<file path="config.mk">
export PLATFORM = sky130hd
export DESIGN_NAME = phs_cell
export DESIGN_NICKNAME = d
export VERILOG_FILES = /design/src/hw/rtl/phs_pkg.sv /design/src/hw/rtl/phs_cell.sv
export SDC_FILE = /design/constraint.sdc
export NUM_CORES = 1
export LEC_CHECK = 0
export ABC_AREA = 1
export BUFFER_PORTS_ARGS = -buffer_cell sky130_fd_sc_hd__buf_4
export CORE_MARGIN = 3
export CORE_UTILIZATION = 49
export CTS_CLUSTER_DIAMETER = 120
export DETAILED_ROUTE_END_ITERATION = 10
export PLACE_DENSITY_LB_ADDON = 0.05
export SYNTH_ARGS = -nofsm -noshare
export SYNTH_HDL_FRONTEND = slang
export SYNTH_SLANG_ARGS = --single-unit
</file>
<file path="constraint.sdc">
create_clock -name clock -period 2.5 [get_ports clock]
set_input_delay 0.5 -clock clock [delete_from_list [all_inputs] [get_ports clock]]
set_output_delay 0.5 -clock clock [all_outputs]
set_load 0.01 [all_outputs]
</file>
<file path="src/hw/rtl/phs_pkg.sv">
// Package for the per-host limited oldest-first scheduler.
// Port widths, command codes and the structs passed between the cells,
// the counter block and the top level. No dependencies.
`default_nettype none

package phs_pkg;

   // Default table sizes
   localparam int JOBS_DEFAULT  = 32;
   localparam int HOSTS_DEFAULT = 16;

   // Fixed port widths
   localparam int KIND_W    = 2;
   localparam int SLOT_ID_W = 5;
   localparam int HOST_ID_W = 4;
   localparam int STATUS_W  = 2;
   localparam int LIMIT_W   = 6;
   localparam int CSR_IDX_W = 1;
   localparam int SERIAL_W  = 32;

   // Internal carriers sized for the largest table (JOBS, HOSTS up to 256)
   localparam int SLOT_MAX_W = 8;
   localparam int HOST_MAX_W = 8;

   // Request kinds
   localparam logic [KIND_W-1:0] KIND_ENQ    = 2'd0;
   localparam logic [KIND_W-1:0] KIND_REMOVE = 2'd1;
   localparam logic [KIND_W-1:0] KIND_START  = 2'd2;

   // Response status codes
   localparam logic [STATUS_W-1:0] STATUS_DONE      = 2'd0;
   localparam logic [STATUS_W-1:0] STATUS_NONE      = 2'd1;
   localparam logic [STATUS_W-1:0] STATUS_UNKNOWN   = 2'd2;
   localparam logic [STATUS_W-1:0] STATUS_SCHEDULED = 2'd3;

   // CSR indexes
   localparam logic [CSR_IDX_W-1:0] CSR_MAX_WORKERS  = 1'd0;
   localparam logic [CSR_IDX_W-1:0] CSR_MAX_PER_HOST = 1'd1;

   // Table update broadcast to every cell
   typedef struct packed {
      logic                  enq;
      logic                  rem;
      logic                  run;
      logic [SLOT_MAX_W-1:0] slot;
      logic [HOST_MAX_W-1:0] host;
      logic [SERIAL_W-1:0]   serial;
   } cmd_type;

   // Best candidate so far, handed from cell to cell
   typedef struct packed {
      logic                  found;
      logic [SERIAL_W-1:0]   serial;
      logic [SLOT_MAX_W-1:0] slot;
      logic [HOST_MAX_W-1:0] host;
   } token_type;

   // Entry view for the slot lookup on enqueue and remove
   typedef struct packed {
      logic                  valid;
      logic                  running;
      logic [HOST_MAX_W-1:0] host;
   } entry_type;

   // Running count update
   typedef struct packed {
      logic                  inc;
      logic                  dec;
      logic [HOST_MAX_W-1:0] host;
   } cnt_upd_type;

endpackage

`default_nettype wire

</file>
<file path="src/hw/rtl/phs_cell.sv">
// One job table entry of the scheduler chain, with its stage of the
// oldest-first search. Depends on phs_pkg.
`default_nettype none

module phs_cell
   import phs_pkg::*;
#(
   parameter int JOBS  = JOBS_DEFAULT,
   parameter int HOSTS = HOSTS_DEFAULT,
   parameter int IDX   = 0
) (
   input  wire logic             clock,
   input  wire logic             reset,
   input  wire cmd_type          cmd,
   input  wire logic [HOSTS-1:0] host_full,
   input  wire token_type        token_in,
   output token_type             token_out,
   output entry_type             entry
);

   localparam int HW = (HOSTS > 1) ? $clog2(HOSTS) : 1;

   logic                valid_ff;
   logic                running_ff;
   logic [HW-1:0]       host_ff;
   logic [SERIAL_W-1:0] serial_ff;
   token_type           token_ff;
   token_type           token_in_w;
   logic                hit;
   logic                eligible;
   logic                take;

   assign hit = (cmd.slot == SLOT_MAX_W'(IDX));

   // Entry flags
   always_ff @(posedge clock) begin
      if (reset) begin
         valid_ff   <= 1'b0;
         running_ff <= 1'b0;
      end else if (hit) begin
         if (cmd.enq) begin
            valid_ff   <= 1'b1;
            running_ff <= 1'b0;
         end else if (cmd.rem) begin
            valid_ff   <= 1'b0;
            running_ff <= 1'b0;
         end else if (cmd.run) begin
            running_ff <= 1'b1;
         end
      end
   end

   // Entry payload, written on enqueue only
   always_ff @(posedge clock) begin
      if (hit && cmd.enq) begin
         host_ff   <= cmd.host[HW-1:0];
         serial_ff <= cmd.serial;
      end
   end

   // Search stage: strict less-than keeps the lower slot on equal serials
   assign eligible = valid_ff && !running_ff && !host_full[host_ff];
   assign take     = eligible && (!token_in.found || (serial_ff < token_in.serial));

   always_comb begin
      token_in_w = token_in;
      if (take) begin
         token_in_w.found  = 1'b1;
         token_in_w.serial = serial_ff;
         token_in_w.slot   = SLOT_MAX_W'(IDX);
         token_in_w.host   = HOST_MAX_W'(host_ff);
      end
   end

   always_ff @(posedge clock) begin
      if (reset) begin
         token_ff <= '0;
      end else begin
         token_ff <= token_in_w;
      end
   end

   assign token_out     = token_ff;
   assign entry.valid   = valid_ff;
   assign entry.running = running_ff;
   assign entry.host    = HOST_MAX_W'(host_ff);

endmodule

`default_nettype wire

</file>
==> metrics.cfg <==
[global_route]
grt_usage_pct = 19.6
grt_pass1_vias = 3628
grt_pass1_wl_um = 16000
grt_max_degree = 45
antenna_found_initial = 0
overflow = 0

[finish]
final_cell_area_um2 = 6010
fill_cells = 719
diodes = 0
nets = 810
final_cell_mix = 174 x buf_4, 86 x inv_1, 72 x nand2_1
fin_cells = 774
regArea_um2 = 2100
multiInputGateArea_um2 = 1840
syn_to_final_growth_pct = 32.3
final_common_cell = buf_4
drive_gt1_share_pct = 39.8

[synthesis]
synthSimpleGateAreaFrac_pct = 21.6
yosys.area.top_type = edfxtp_1
synthMuxAreaShare_pct = 0
synth_top_family_by_area = simple AND/OR/NAND/NOR gates
async_reset_ff_share_pct = 0
synthCells = 497
avgSynthCellArea_um2 = 9.15
ys_seq_area_share_pct = 46.2
synthAdderAreaFrac_pct = 8.53
synth_flop_cell = dfxtp_1
yosysUniqueCellTypes = 33
synth_edf_count = 36
synth-compound-area-share_pct = 9.82
netlist_area_um2 = 4550
synth_warnings = 0
synth_xor_area_share_pct = 0
synth_area_leaders = edfxtp_1 24%, dfxtp_1 22%, ha_1 8.5%
ys_ff_latch = 87
synth_top_area_share_pct = 23.8

[die]
initial_core_util_pct = 51.4
die_area_um2 = 10500
fp-row-count = 34
core_um2 = 8850
pin_count = 177
die_x_um = 102
die_height_um = 102

[clock_network]
h-tree-depth = 3
clk_pin_slew_ns = 0.09
clock_sinks = 87
cts_setup_buffers = 0
cts_made_buffers = 9
cts_root_buf = clkbuf_8
cts_resized = 0
cts_buffer_depth = 2
cts.hold.buffers_added = 0
worstSkewPairLatency_ns = 0.36
cts_tree = yes

[setup_path]
crit_fanout = 44
crit_path_end_kind = register
cp_data_arrival_time_ns = 2.34
crit_path_start_kind = register
worstSetupPathType = register to register
worst_ep_required_time_ns = 2.75

[drt]
antenna_left = 0
vias_per_cell = 4.82
highest_layer = met4
wl_met1_um = 3990
first_iter_violations = 74
dr.pass1.iters = 4
totalWireLength_um = 10000
dr_total_vias = 3727
dr_wl_met2_um = 5090
routedWlPerCell_um = 13.0
met3_length_um = 763
drc = 0

[sta]
slew_violations = 0
rsz0062_at_grt = no
period_needed_ns = 2.08
hold_viol = 0
fin_ws_ns = 0.419
fin_worst_skew_ns = 0.0100
setup_viol = 0
max_freq_ghz = 0.480
fin_crit_sh_pct = 83.3
setup_tns_ns = 0

[place]
dpl.hpwl_um = 7670
place_area_um2 = 5790
finalWeightedCongestion = 0.826
io_buffers = 168
pre_cts_slack_ns = 0.161
place_inst = 758

[pwr]
p_leak_nw = 2.99
p_per_area_nw_per_um2 = 510
irDropWorstVdd_mv = 0.303
finalPower_w = 0.00307

[status]
status = completed

[worst_hold_path]
hp-class = primary input to register

[flow_run]
cap_violations = 0

[report_power, final]
| group | leakage [nW] | internal (W) | switching [W] | total (W) |
|---|---|---|---|---|
| combinational | 2.13 | 0.000231 | 0.000190 | 0.000422 |
| clock | 0.112 | 0.000577 | 0.000542 | 0.00112 |
| sequential | 0.748 | 0.00152 | 0.0000124 | 0.00153 |
[path summary, 6_finish.rpt]
kind	startpoint	end	slack (ns)	cells after the start
worst max register to register	serial_ff[5]	token_out[29]	0.42	14
worst max-delay path	serial_ff[5]	token_out[29]	0.42	14
worst min-delay path	reset	valid_ff	0.30	2
worst min register to register	valid_ff	valid_ff	0.53	2
[critical path, cell delays in order, from the launching register on]
cell      delay, ns
edfxtp_1       0.40
ha_1           0.31
a21oi_1        0.14
nor2_1         0.06
nor3_1         0.12
nand2_1        0.09
nand2_1        0.06
nand2_1        0.07
nand2_1        0.06
nand2_1        0.07
nand2_4        0.10
buf_12         0.27
nand3_2        0.09
nand2_1        0.08
nor2_1         0.04
[Yosys cell counts (6+ instances only)]
cell type / n
dfxtp_1: 51
buf_4: 10
buf_12: 6
nand3_2: 30
a21oi_2: 17
nand2_1: 73
a21oi_1: 36
buf_2: 6
nand3_1: 10
nor2_2: 16
edfxtp_1: 36
ha_1: 31
inv_1: 86
o21ai_0: 6
o21ai_1: 6
nor2_1: 52
[flip-flops by register name (all words and copies together), names as in the netlist]
signal      cells
valid_ff        1
token_out      49
running_ff      1
host_ff         4
serial_ff      32
[stage by stage]
step | util, % | hold WS, ns
after floorplan | - | 0.458
after global placement | 65.4 | 0.483
after detailed placement | 65.4 | 0.501
after CTS | 68.0 | 0.275
after global routing | 68.0 | 0.280
final | 68.0 | 0.295
[metal layers]
layer / GRT usage, % / vias to the layer above
met5: 0 / -
met1: 22.0 / 1684
met2: 35.1 / 125
met3: 5.73 / 18
li1: - / 1900
met4: 7.67 / 0
[cell families after synthesis]
logic type / Yosys count
adder cells (fa/ha/maj): 31
buffers and inverters: 116
other: 1
AND/OR/NAND/NOR: 190
AO/OA/AOI/OAI: 72
flip-flops: 87
[final cells by class]
class / count / share of cell area [%]
Clock buffer: 9 / 2.06
Clock inverter: 7 / 1.75
Inverter: 89 / 5.68
Multi-Input combinational cell: 297 / 30.6
Sequential cell: 87 / 34.9
Tap cell: 108 / 2.25
Timing Repair Buffer: 177 / 22.7
(Power assumes the default switching activity.)
