--- src/hw/rtl/phs_pkg.sv ---
// Package for the per-host limited oldest-first scheduler.
// Port widths, command codes and the structs passed between the cells,
// the counter block and the top level. No dependencies.
`default_nettype none

package phs_pkg;

   // Default table sizes
   localparam int JOBS_DEFAULT  = 32;
   localparam int HOSTS_DEFAULT = 16;

   // Fixed port widths
   localparam int KIND_W    = 2;
   localparam int SLOT_ID_W = 5;
   localparam int HOST_ID_W = 4;
   localparam int STATUS_W  = 2;
   localparam int LIMIT_W   = 6;
   localparam int CSR_IDX_W = 1;
   localparam int SERIAL_W  = 32;

   // Internal carriers sized for the largest table (JOBS, HOSTS up to 256)
   localparam int SLOT_MAX_W = 8;
   localparam int HOST_MAX_W = 8;

   // Request kinds
   localparam logic [KIND_W-1:0] KIND_ENQ    = 2'd0;
   localparam logic [KIND_W-1:0] KIND_REMOVE = 2'd1;
   localparam logic [KIND_W-1:0] KIND_START  = 2'd2;

   // Response status codes
   localparam logic [STATUS_W-1:0] STATUS_DONE      = 2'd0;
   localparam logic [STATUS_W-1:0] STATUS_NONE      = 2'd1;
   localparam logic [STATUS_W-1:0] STATUS_UNKNOWN   = 2'd2;
   localparam logic [STATUS_W-1:0] STATUS_SCHEDULED = 2'd3;

   // CSR indexes
   localparam logic [CSR_IDX_W-1:0] CSR_MAX_WORKERS  = 1'd0;
   localparam logic [CSR_IDX_W-1:0] CSR_MAX_PER_HOST = 1'd1;

   // Table update broadcast to every cell
   typedef struct packed {
      logic                  enq;
      logic                  rem;
      logic                  run;
      logic [SLOT_MAX_W-1:0] slot;
      logic [HOST_MAX_W-1:0] host;
      logic [SERIAL_W-1:0]   serial;
   } cmd_type;

   // Best candidate so far, handed from cell to cell
   typedef struct packed {
      logic                  found;
      logic [SERIAL_W-1:0]   serial;
      logic [SLOT_MAX_W-1:0] slot;
      logic [HOST_MAX_W-1:0] host;
   } token_type;

   // Entry view for the slot lookup on enqueue and remove
   typedef struct packed {
      logic                  valid;
      logic                  running;
      logic [HOST_MAX_W-1:0] host;
   } entry_type;

   // Running count update
   typedef struct packed {
      logic                  inc;
      logic                  dec;
      logic [HOST_MAX_W-1:0] host;
   } cnt_upd_type;

endpackage

`default_nettype wire

--- src/hw/rtl/phs_cnt.sv ---
// Per-host and total running counters of the scheduler, with the limit
// compares that gate the search. Depends on phs_pkg.
`default_nettype none

module phs_cnt
   import phs_pkg::*;
#(
   parameter int JOBS  = JOBS_DEFAULT,
   parameter int HOSTS = HOSTS_DEFAULT
) (
   input  wire logic               clock,
   input  wire logic               reset,
   input  wire cnt_upd_type        upd,
   input  wire logic [LIMIT_W-1:0] host_limit,
   input  wire logic [LIMIT_W-1:0] total_limit,
   output logic [HOSTS-1:0]        host_full,
   output logic                    total_below
);

   localparam int CNT_W = $clog2(JOBS + 1);
   localparam int CMP_W = (CNT_W > LIMIT_W) ? CNT_W : LIMIT_W;

   logic [CNT_W-1:0] host_cnt_ff [HOSTS];
   logic [CNT_W-1:0] total_cnt_ff;

   // One counter per host; decrements saturate at zero
   for (genvar h = 0; h < HOSTS; h++) begin : g_host
      logic sel;
      assign sel = (upd.host == HOST_MAX_W'(h));

      always_ff @(posedge clock) begin
         if (reset) begin
            host_cnt_ff[h] <= '0;
         end else if (sel && upd.inc) begin
            host_cnt_ff[h] <= host_cnt_ff[h] + CNT_W'(1);
         end else if (sel && upd.dec && (host_cnt_ff[h] != '0)) begin
            host_cnt_ff[h] <= host_cnt_ff[h] - CNT_W'(1);
         end
      end

      assign host_full[h] = (CMP_W'(host_cnt_ff[h]) >= CMP_W'(host_limit));
   end

   // Total running count
   always_ff @(posedge clock) begin
      if (reset) begin
         total_cnt_ff <= '0;
      end else if (upd.inc) begin
         total_cnt_ff <= total_cnt_ff + CNT_W'(1);
      end else if (upd.dec && (total_cnt_ff != '0)) begin
         total_cnt_ff <= total_cnt_ff - CNT_W'(1);
      end
   end

   assign total_below = (CMP_W'(total_cnt_ff) < CMP_W'(total_limit));

endmodule

`default_nettype wire

--- config.mk ---
export PLATFORM = sky130hd
export DESIGN_NAME = phs_cnt
export DESIGN_NICKNAME = d
export VERILOG_FILES = /design/src/hw/rtl/phs_pkg.sv /design/src/hw/rtl/phs_cnt.sv
export SDC_FILE = /design/constraint.sdc
export NUM_CORES = 1
export LEC_CHECK = 0
export BUFFER_PORTS_ARGS = -buffer_cell sky130_fd_sc_hd__buf_2
export CORE_ASPECT_RATIO = 2
export CORE_MARGIN = 1
export CORE_UTILIZATION = 45
export CTS_CLUSTER_DIAMETER = 80
export DETAILED_ROUTE_END_ITERATION = 16
export GPL_TIMING_DRIVEN = 0
export PLACE_DENSITY = 0.63
export SYNTH_ARGS = -nofsm -noshare
export SYNTH_HDL_FRONTEND = slang
export SYNTH_SLANG_ARGS = --single-unit
--- constraint.sdc ---
create_clock -name clock -period 2.78 [get_ports clock]
set_clock_uncertainty 0.2 [all_clocks]
set_input_delay 0.278 -clock clock [delete_from_list [all_inputs] [get_ports clock]]
set_output_delay 0.278 -clock clock [all_outputs]
set_load 0.02 [all_outputs]
==> results of run 1 <==
## stage by stage
| step | power [W] | hold slack, ns | cell area, µm² | worst slack [ns] | TNS (ns) |
|---|---|---|---|---|---|
| 2_1_floorplan | 0.002715 | 0.3004 | 10030 | 0.0008620 | 0 |
| 3_3_place_gp | 0.003013 | 0.3456 | 10560 | -0.6498 | -23.23 |
| 3_5_place_dp | 0.003039 | 0.3641 | 10570 | -0.7057 | -18.71 |
| 4_1_cts | 0.004441 | 0.3071 | 10930 | -0.07327 | -0.07327 |
| 5_1_grt | 0.004657 | 0.3046 | 11150 | -0.005296 | -0.005296 |
| 6_report | 0.004435 | 0.2888 | 11150 | 0.05875 | 0 |
## worst max-delay path by stage
| stage | cells past startpoint | to | startpoint |
|---|---|---|---|
| final | 6 | host_cnt_ff[1][25] | upd[5] |
| after global routing | 9 | host_full[7] | host_cnt_ff[0][42] |
| after CTS | 11 | host_cnt_ff[1][5] | upd[5] |
| after detailed placement | 10 | host_cnt_ff[1][5] | upd[9] |
| after global placement | 7 | host_cnt_ff[0][9] | reset |
| after floorplan | 10 | host_cnt_ff[1][5] | upd[5] |
## cell usage in the layout, fill, tap and decap left out, drive strengths merged, types with 38 or more instances in the layout
| cell type | n |
|---|---|
| ha | 154 |
| clkbuf | 39 |
| edfxtp | 96 |
| a21oi | 88 |
| nand2 | 101 |
| inv | 62 |
| a21o | 38 |
| nor2 | 91 |
| o21ai | 46 |
| nor3 | 43 |
| buf | 76 |
## state kept, by name (all words and copies together), names as in the netlist
name / cells
host_cnt_ff: 96
total_cnt_ff: 6
## metal layers
| layer | vias to the layer above | global-route usage | routed length (µm) |
|---|---|---|---|
| met4 | 0 | 0.1686 | 1776 |
| met3 | 100 | 0.04060 | 1336 |
| met2 | 279 | 0.4973 | 15840 |
| li1 | 4480 | - | - |
| met5 | - | 0 | 0 |
| met1 | 4386 | 0.2664 | 10680 |
## worst max-delay path, delay by kind of cell
family	cells	cell delay [ns]
AOI/OAI and AO/OA	1	0.77
buffers and inverters	2	0.33
and+or+nand+nor	3	1.13
## timing repair
action,CTS,global route
gates resized for setup,5,15
endpoints found under the setup margin,16,58
pin swaps,2,5
buffers inserted,5,23
hold buffers,0,0
endpoints found under the hold margin,0,0
## power groups by stage
| stage | clock [W] | sequential, W | combinational (W) |
|---|---|---|---|
| 2_1_floorplan | 0 | 0.00193 | 0.000789 |
| 3_3_place_gp | 0 | 0.00198 | 0.00104 |
| 3_5_place_dp | 0 | 0.00198 | 0.00106 |
| 4_1_cts | 0.00142 | 0.00194 | 0.00108 |
| 5_1_grt | 0.00146 | 0.00196 | 0.00124 |
| 6_report | 0.00140 | 0.00194 | 0.00109 |
## final cells by class
cell class | count | share of cell area
multi-input combinational | 921 | 0.5992
sequential | 102 | 0.2693
timing repair buffer | 65 | 0.03546
tap | 273 | 0.03063
inverter | 65 | 0.02255
clock buffer | 11 | 0.02087
buffer | 39 | 0.01537
clock inverter | 5 | 0.006620
## cells by family (layout without fill, tap and decap cells)
| kind of cell | count (synthesis) | count (layout) | share of synthesized area |
|---|---|---|---|
| AND/OR/NAND/NOR | 399 | 399 | 0.2072 |
| XOR/XNOR | 7 | 7 | 0.007613 |
| adder cells (fa/ha/maj) | 156 | 156 | 0.1962 |
| multiplexers | 13 | 13 | 0.01360 |
| buffers and inverters | 106 | 185 | 0.04181 |
| flip-flops | 102 | 102 | 0.2995 |
| AO/OA/AOI/OAI | 346 | 346 | 0.2341 |
==> metrics.csv, run 1 <==
stage,metric,value,unit
synth,yosys.cell_types.count,77,
worst_hold_path,hp-start,upd[1],
synth,synth_most_common_cell,ha_1,
pwr,clkPwrFrac,0.316,
global_route,grt_pass1_vias,8832,
layout,fillers,2134,
floorplan,core.rowCount,76,
worst_hold_path,holdPathEnd,host_cnt_ff[0][24],
timing,slew_violations,0,
synth,avgSynthCellArea,8.880,µm²
floorplan,die_x,107.5,µm
route,initialDrtViolationCount,468,
clock_tree,path_clk_slew,0.07,ns
route,drt_first_pass_iters,5,
clock_tree,cts_tree,yes,
pwr,power.internal,0.003045,W
global_route,antenna_found_initial,0,
timing,maxSlewHeadroom,0.2459,
worst_setup_path,setup.worst_path.class,input port to flip-flop,
worst_hold_path,hold_class,input port to flip-flop,
pwr,combPwrFrac,0.246,
clock_tree,clockBufferDepth,2,
timing,setup_viol,0,
timing,period_share,0.9789,
pwr,power_density,397.7,mW/mm²
synth,ys_ff_latch,102,
synth,ys_warn_count,0,
synth,synthTopCellsByCount,"ha_1, nand2_1, edfxtp_1",
route,postRouteAntennaNets,0,
outcome,status,"complete, no violations",
synth,synthFlopType,edfxtp_1,
timing,max_slew.worst_pin.slew,1.130,ns
layout,nets,1383,
place,place_inst,1439,
clock_tree,htreeDepth,3,
job,maxCapViolations,0,
floorplan,dieArea,0.02292,mm²
worst_hold_path,min_path_cells,4,
layout,syn_to_final_growth,11.22,%
worst_setup_path,r2r_end,host_cnt_ff[0][32],
layout,insertedDiodeCount,0,
pwr,peakVddDrop,355.2,µV
clock_tree,root_buffer,clkbuf_16,
place,gp_congestion,0.9079,
floorplan,core,0.02168,mm²
synth,async_flop_share,0,
pwr,p_switching,0.001390,W
timing,final_hold_viol_count,0,
worst_setup_path,reg2reg_from,host_cnt_ff[0][30],
route,routedWlPerCell,20.01,µm
worst_setup_path,r2r_slack,0.07,ns
pwr,seqPwrFrac,0.438,
synth,yosysTopAreaCell,edfxtp_1,
place,io_buffers,37,
synth,postSynthCellCount,1129,
global_route,grt-ovfl-total,0,
worst_setup_path,critPathMaxStageDelay,0.77,ns
layout,regArea,0.003003,mm²
worst_setup_path,worstPathMaxFanout,9,
global_route,grt_max_degree,17,
worst_setup_path,crit_required,2.58,ns
synth,synth_area_leaders,"edfxtp_1, ha_1, a21oi_1",
global_route,grtUsageTotal,0.2653,
layout,stdcell_count,1481,
place,dp_hpwl,22.23,mm
worst_setup_path,worst_setup_path_start_kind,input port,
layout,multi_input_area,0.006681,mm²
pwr,leakagePower,4.452,nW
worst_setup_path,worstPathCellList,buf_2 > or4_1 > buf_4 > nor3_1 > nand2_1 > o21ai_0,
clock_tree,numCtsBuffers,9,
clock_tree,cts_sinks,102,
worst_setup_path,cp-end-kind,flip-flop,
route,vias,9245,
synth,syn-cell-area,0.01003,mm²
clock_tree,clock_latency,0.38,ns
floorplan,die_h,213.1,µm
layout,drive_gt1_frac,0.1134,
global_route,grt_pass1_wl,45.97,mm
route,route.detailed.drc,0,
pwr,netSwitchingFraction,0.3135,
route,vias_per_cell,6.242,
synth,synth_top_area_frac,0.2875,
synth,synth_edf_count,96,
worst_setup_path,slowest_stage,o21ai_0,
floorplan,ios,41,
timing,layout_min_cycle_time,2.721,ns
floorplan,start_util,0.4624,
synth,syn-num-nets,1309,
synth,yosysSeqAreaShare,0.2995,
worst_setup_path,worstPathArrival,2.52,ns
route,drt_wl_total,29.64,mm
layout,utilization,0.5143,
worst_setup_path,r2r_cells,7,
timing,timing.fmax,367.5,MHz
Power figures use the tool's default switching activity.
==> run 2, diff against run 1 <==
- CORE_UTILIZATION: 45 -> 58
- PLACE_DENSITY: 0.63 -> 0.78
==> run 2 against run 1 <==
Routed wire length decreased by 5.9%. Maximum frequency increased by 0.74%. Via count increased by 1.4%. Flip-flop and latch count unchanged. Utilization increased by 13 points. Combinational power about the same. Design area decreased by 2.1%. Clock power about the same. Cell count decreased by 5.6%. Critical endpoint is now host_full[11]. Largest cell class unchanged.
==> metrics.csv, run 2 (synthesis gave the netlist of run 1 again) <==
stage,metric,value,unit,change
outcome,status,"complete, no violations",,
route,wl_met3,1.690,mm,+26%
worst_hold_path,hp-start,upd[1],,
global_route,antenna_found_initial,0,,unchanged
timing,fin_ws,0.07861,ns,+0.01986 ns
route,drt_wl_total,27.89,mm,-5.9%
route,top_layer,met4,,
timing,hold_slack,0.3244,ns,+0.03563 ns
worst_setup_path,slowest_stage,edfxtp_1,,
place,dp_hpwl,20.60,mm,-7.4%
route,vias_per_cell,6.708,,+7.5%
timing,finalSetupTns,0,ns,unchanged
layout,nets,1366,,-1.2%
global_route,grt_pass1_wl,44.87,mm,-2.4%
worst_setup_path,critPathMaxStageDelay,0.48,ns,-0.29 ns
global_route,grtUsageTotal,0.3232,,+0.05788
clock_tree,cts_tree,yes,,
pwr,power_density,401.1,mW/mm²,+0.85%
worst_setup_path,setup.worst_path.class,flip-flop to primary output,,
timing,layout_min_cycle_time,2.701,ns,-0.01986 ns
route,postRouteAntennaNets,0,,unchanged
layout,final_common_cell,ha_1,,
floorplan,core.rowCount,67,,-12%
floorplan,die_h,187.9,µm,-12%
route,wl_met2,14.54,mm,-8.2%
pwr,leakagePower,4.362,nW,-2.0%
clock_tree,path_clk_slew,0.08,ns,about the same
timing,period_share,0.9717,,-0.007144
clock_tree,htreeDepth,3,,unchanged
floorplan,ios,41,,unchanged
clock_tree,cts_sinks,102,,unchanged
worst_setup_path,crit_required,2.30,ns,-0.28 ns
layout,top_regs,"host_cnt_ff (96), total_cnt_ff (6)",,
route,drt_first_pass_iters,8,,+3
global_route,grt_max_degree,18,,+1
route,routedWlPerCell,19.95,µm,-0.29%
place,gp_congestion,0.9597,,+5.7%
worst_setup_path,crit_family,compound AO/OA/AOI/OAI gates,,
timing,maxSlewHeadroom,0.2619,,+0.01606
place,post-place-ws,-0.5214,ns,+0.1843 ns
worst_setup_path,worst_setup_path_start_kind,flip-flop,,
worst_setup_path,critical_path_buf_inv_count,2,,unchanged
timing,timing.fmax,370.2,MHz,+0.74%
worst_setup_path,startpoint,host_cnt_ff[1][18],,
clock_tree,numCtsBuffers,9,,unchanged
global_route,grt_pass1_vias,9345,,+5.8%
timing,setup_viol,0,,unchanged
layout,largest_reg_flops,96,,unchanged
floorplan,die_x,94.97,µm,-12%
floorplan,dieArea,0.01785,mm²,-22%
layout,drive_gt1_frac,0.1008,,-0.01265
worst_setup_path,worstPathArrival,2.22,ns,-0.30 ns
timing,max_slew.worst_pin.slew,1.098,ns,-0.03223 ns
layout,regMostFlops,host_cnt_ff,,
worst_setup_path,reg2reg_from,host_cnt_ff[0][42],,
worst_setup_path,cp-end-kind,primary output,,
floorplan,core,0.01685,mm²,-22%
worst_setup_path,worstPathMaxFanout,6,,-3
clock_tree,clockBufferDepth,2,,unchanged
clock_tree,clock_latency,0.37,ns,about the same
worst_hold_path,hold_class,input port to flip-flop,,
worst_setup_path,crit_top_cell,a21o_1,,
layout,syn_to_final_growth,8.898,%,
timing,final_hold_viol_count,0,,unchanged
place,io_buffers,37,,unchanged
job,maxCapViolations,0,,unchanged
route,initialDrtViolationCount,637,,+36%
route,route.detailed.drc,0,,unchanged
layout,final_cell_mix,"ha_1, nand2_1, edfxtp_1, nor2_1, a21oi_1",,
layout,insertedDiodeCount,0,,unchanged
clock_tree,cts_hold_buf,0,,unchanged
route,met1_length,10.00,mm,-6.3%
timing,slew_violations,0,,unchanged
global_route,grt-ovfl-total,0,,unchanged
clock_tree,root_buffer,clkbuf_16,,
pwr,peakVddDrop,368.8,µV,+3.8%
route,vias,9378,,+1.4%
floorplan,start_util,0.5950,,+0.1326
worst_setup_path,worstPathCellList,inv_1 > ha_1 > nand2b_1 > a21o_1 > a21o_1 > a21oi_1 > o21ai_0 > buf_2,,
run 2: final cells by class:
| class | count | area (µm²) |
|---|---|---|
| flip-flops and latches | 102 | 3003 |
| repair buffers | 47 | 260.3 |
| inverters | 65 | 247.7 |
| well taps | 207 | 259.0 |
| fillers | 1442 | 5932 |
| multi-input cells | 921 | 6665 |
| clock buffers | 10 | 239.0 |
| plain buffers | 40 | 176.4 |
| clock inverters | 6 | 67.56 |
run 2: worst paths after layout:
path	cells after the start	to	slack, ns
setup / recovery	8	host_full[11]	0.08
hold / removal	4	host_cnt_ff[0][24]	0.32
setup reg to reg	8	host_cnt_ff[0][47]	0.09
hold reg to reg	2	total_cnt_ff[2]	0.36
run 2: per-layer routing:
| layer | GRT usage | up-vias |
|---|---|---|
| met2 | 0.5802 | 406 |
| met1 | 0.3415 | 4401 |
| met3 | 0.03893 | 124 |
| met4 | 0.2121 | 0 |
| li1 | - | 4447 |
| met5 | 0 | - |
run 2: tightest hold or removal path: stages:
cell,delay [ns]
buf_4,0.15
nor4_4,0.08
nand3_1,0.12
a21oi_1,0.08
run 2: through the flow:
stage | utilization | area (µm²) | total power, W | std cells
2_1_floorplan | - | 10030 | 0.002715 | 1129
3_3_place_gp | 0.6218 | 10480 | 0.002986 | 1373
3_5_place_dp | 0.6218 | 10480 | 0.003022 | 1373
4_1_cts | 0.6429 | 10830 | 0.004374 | 1391
5_1_grt | 0.6480 | 10920 | 0.004581 | 1398
6_report | 0.6480 | 10920 | 0.004379 | 1398
run 2: what timing repair did:
| item | 4_1_cts | 5_1_grt |
|---|---|---|
| endpoints found under the setup margin | 24 | 26 |
| setup buffers | 2 | 8 |
| resized for setup | 8 | 10 |
| pin swaps | 2 | 2 |
run 2: where the power goes:
group	switching (W)	internal, W	total, W
logic	0.000617	0.000452	0.00107
clock network	0.000638	0.000731	0.00137
registers	0.000146	0.00180	0.00194
==> run 3, diff against run 2 <==
- CELL_PAD_IN_SITES_DETAIL_PLACEMENT: unset -> 1
- CELL_PAD_IN_SITES_GLOBAL_PLACEMENT: unset -> 2
- CORE_UTILIZATION: 58 -> 36
- PLACE_DENSITY: 0.78 -> 0.76
- REMOVE_ABC_BUFFERS: unset -> 1
==> run 3 against run 2 <==
Total power is 1.1% higher. Setup slack worse by 0.0038 ns. Non-clock buffer count is 8 lower. Largest cell class unchanged.
==> metrics.csv, run 3 (synthesis gave the netlist of run 1 again) <==
stage,metric,value,unit,change
worst_setup_path,worstPathMaxFanout,9,,+3
worst_setup_path,r2r_slack,0.11,ns,+0.02 ns
worst_setup_path,r2r_cells,7,,-1
layout,regMostFlops,host_cnt_ff,,
clock_tree,cts_sinks,102,,unchanged
pwr,power_density,395.8,mW/mm²,-1.3%
pwr,seqPwrFrac,0.445,,+0.002
worst_setup_path,r2r_end,host_cnt_ff[0][34],,
place,io_buffers,40,,+8.1%
clock_tree,root_buffer,clkbuf_16,,
place,gp_congestion,0.8408,,-12%
worst_setup_path,worstPathArrival,2.51,ns,+0.29 ns
timing,maxSlewHeadroom,0.2293,,-0.03259
worst_setup_path,setup.worst_path.class,input port to flip-flop,,
timing,slew_violations,0,,unchanged
floorplan,die_h,238.0,µm,+27%
timing,layout_min_cycle_time,2.705,ns,+0.003750 ns
clock_tree,htreeDepth,3,,unchanged
route,drt_wl_total,33.32,mm,+19%
timing,setup_viol,0,,unchanged
route,route.detailed.drc,0,,unchanged
layout,top_regs,"host_cnt_ff (96), total_cnt_ff (6)",,
global_route,grtUsageTotal,0.2391,,-0.08402
global_route,antenna_found_initial,1,,+1
worst_setup_path,worst_setup_path_start_kind,input port,,
route,vias_per_cell,6.042,,-9.9%
layout,fillers,3233,,+120%
global_route,grt_max_degree,27,,+9
job,maxCapViolations,0,,unchanged
timing,final_hold_viol_count,0,,unchanged
clock_tree,cts_hold_buf,0,,unchanged
clock_tree,clockBufferDepth,2,,unchanged
pwr,p_switching,0.001470,W,+5.0%
clock_tree,clock_latency,0.38,ns,about the same
global_route,grt_pass1_wl,52.16,mm,+16%
layout,stdcell_area,0.01119,mm²,+2.5%
route,routedWlPerCell,21.69,µm,+8.7%
pwr,combPwrFrac,0.245,,about the same
global_route,grt-ovfl-total,0,,unchanged
layout,drive_gt1_frac,0.1293,,+0.02858
floorplan,die_x,120.0,µm,+26%
worst_hold_path,hp-start,reset,,
pwr,netSwitchingFraction,0.3319,,+0.01223
timing,hold_slack,0.1736,ns,-0.1508 ns
timing,fin_ws,0.07486,ns,-0.003751 ns
floorplan,ios,41,,unchanged
global_route,grt_pass1_vias,9526,,+1.9%
worst_setup_path,crit_required,2.59,ns,+0.29 ns
floorplan,core.rowCount,86,,+28%
pwr,power.internal,0.002958,W,-0.70%
place,dp_hpwl,24.01,mm,+17%
route,vias,9281,,-1.0%
clock_tree,path_clk_slew,0.07,ns,about the same
place,post-place-ws,-1.423,ns,-0.9012 ns
worst_hold_path,holdPathEnd,total_cnt_ff[0],,
pwr,peakVddDrop,297.1,µV,-19%
worst_setup_path,cp-end-kind,flip-flop,,
timing,timing.fmax,369.7,MHz,-0.14%
outcome,status,"complete, no violations",,
timing,finalSetupTns,0,ns,unchanged
clock_tree,cts_tree,yes,,
pwr,p_total,0.004428,W,+1.1%
layout,final_common_cell,ha_1,,
timing,max_slew.worst_pin.slew,1.155,ns,+0.05699 ns
route,drt_first_pass_iters,4,,-4
pwr,leakagePower,4.414,nW,+1.2%
layout,final_cell_mix,"ha_1, nand2_1, edfxtp_1, nor2_1, a21oi_1",,
layout,syn_to_final_growth,11.59,%,
layout,nets,1358,,-0.59%
layout,largest_reg_flops,96,,unchanged
worst_hold_path,min_path_cells,2,,-2
pwr,clkPwrFrac,0.310,,-0.003
route,initialDrtViolationCount,322,,-49%
place,placed_area,0.01049,mm²,+0.13%
floorplan,start_util,0.3654,,-0.2296
worst_setup_path,reg2reg_from,host_cnt_ff[0][30],,
timing,period_share,0.9731,,+0.001349
clock_tree,numCtsBuffers,9,,unchanged
worst_hold_path,hold_class,input port to flip-flop,,
route,postRouteAntennaNets,0,,unchanged
floorplan,core,0.02744,mm²,+63%
floorplan,dieArea,0.02856,mm²,+60%
==> run 3: final cells by class <==
type,count,area [µm²],share of cell area
Multi-Input combinational cell,921,6699,0.5987
Clock buffer,10,229.0,0.02047
Antenna cell,1,2.502,0.0002237
Timing Repair Buffer,79,493.0,0.04406
Tap cell,352,440.4,0.03936
Clock inverter,6,62.56,0.005592
Inverter,65,259.0,0.02315
Sequential cell,102,3003,0.2684
==> run 3: routing by layer <==
metal / vias to the layer above / GRT usage / wire (µm)
met5: - / 0 / 0
met4: 0 / 0.1083 / 1170
met3: 51 / 0.03800 / 927
met2: 143 / 0.4756 / 18980
met1: 4668 / 0.2336 / 12240
li1: 4419 / - / -
==> run 3: timing repair <==
action | CTS | global route
endpoints found under the setup margin | 118 | 56
gates resized for setup | 20 | 10
pin swaps | 3 | 4
setup buffers | 18 | 21
==> run 3: power by group through the flow <==
stage	combinational, W	clock (W)	sequential (W)
2_1_floorplan	0.000741	0	0.00194
3_3_place_gp	0.00101	0	0.00201
3_5_place_dp	0.00104	0	0.00201
4_1_cts	0.00108	0.00141	0.00197
5_1_grt	0.00122	0.00145	0.00199
6_report	0.00109	0.00137	0.00197
==> run 3: critical path, stage by stage <==
cell     delay, ns
buf_2         0.12
or4_4         0.67
nor3_2        0.51
nand2_1       0.10
o21ai_0       0.83
==> run 3: worst max path at each step <==
stage | from | endpoint | slack, ns | cells after the start
after CTS | host_cnt_ff[0][18] | host_full[3] | 0.006 | 8
after floorplan | upd[5] | host_cnt_ff[1][5] | -0.25 | 9
final | upd[5] | host_cnt_ff[1][29] | 0.07 | 5
after global routing | host_cnt_ff[0][30] | host_cnt_ff[0][33] | -0.03 | 7
after detailed placement | upd[5] | host_cnt_ff[0][43] | -1.42 | 4
after global placement | upd[5] | host_cnt_ff[0][43] | -1.33 | 4
==> run 3: stage by stage <==
| stage | utilization | instances |
|---|---|---|
| finish | 0.4078 | 1536 |
| global route | 0.4077 | 1535 |
| CTS | 0.4010 | 1514 |
| detailed placement | 0.3824 | 1480 |
| global placement | 0.3824 | 1480 |
| floorplan | - | 1088 |
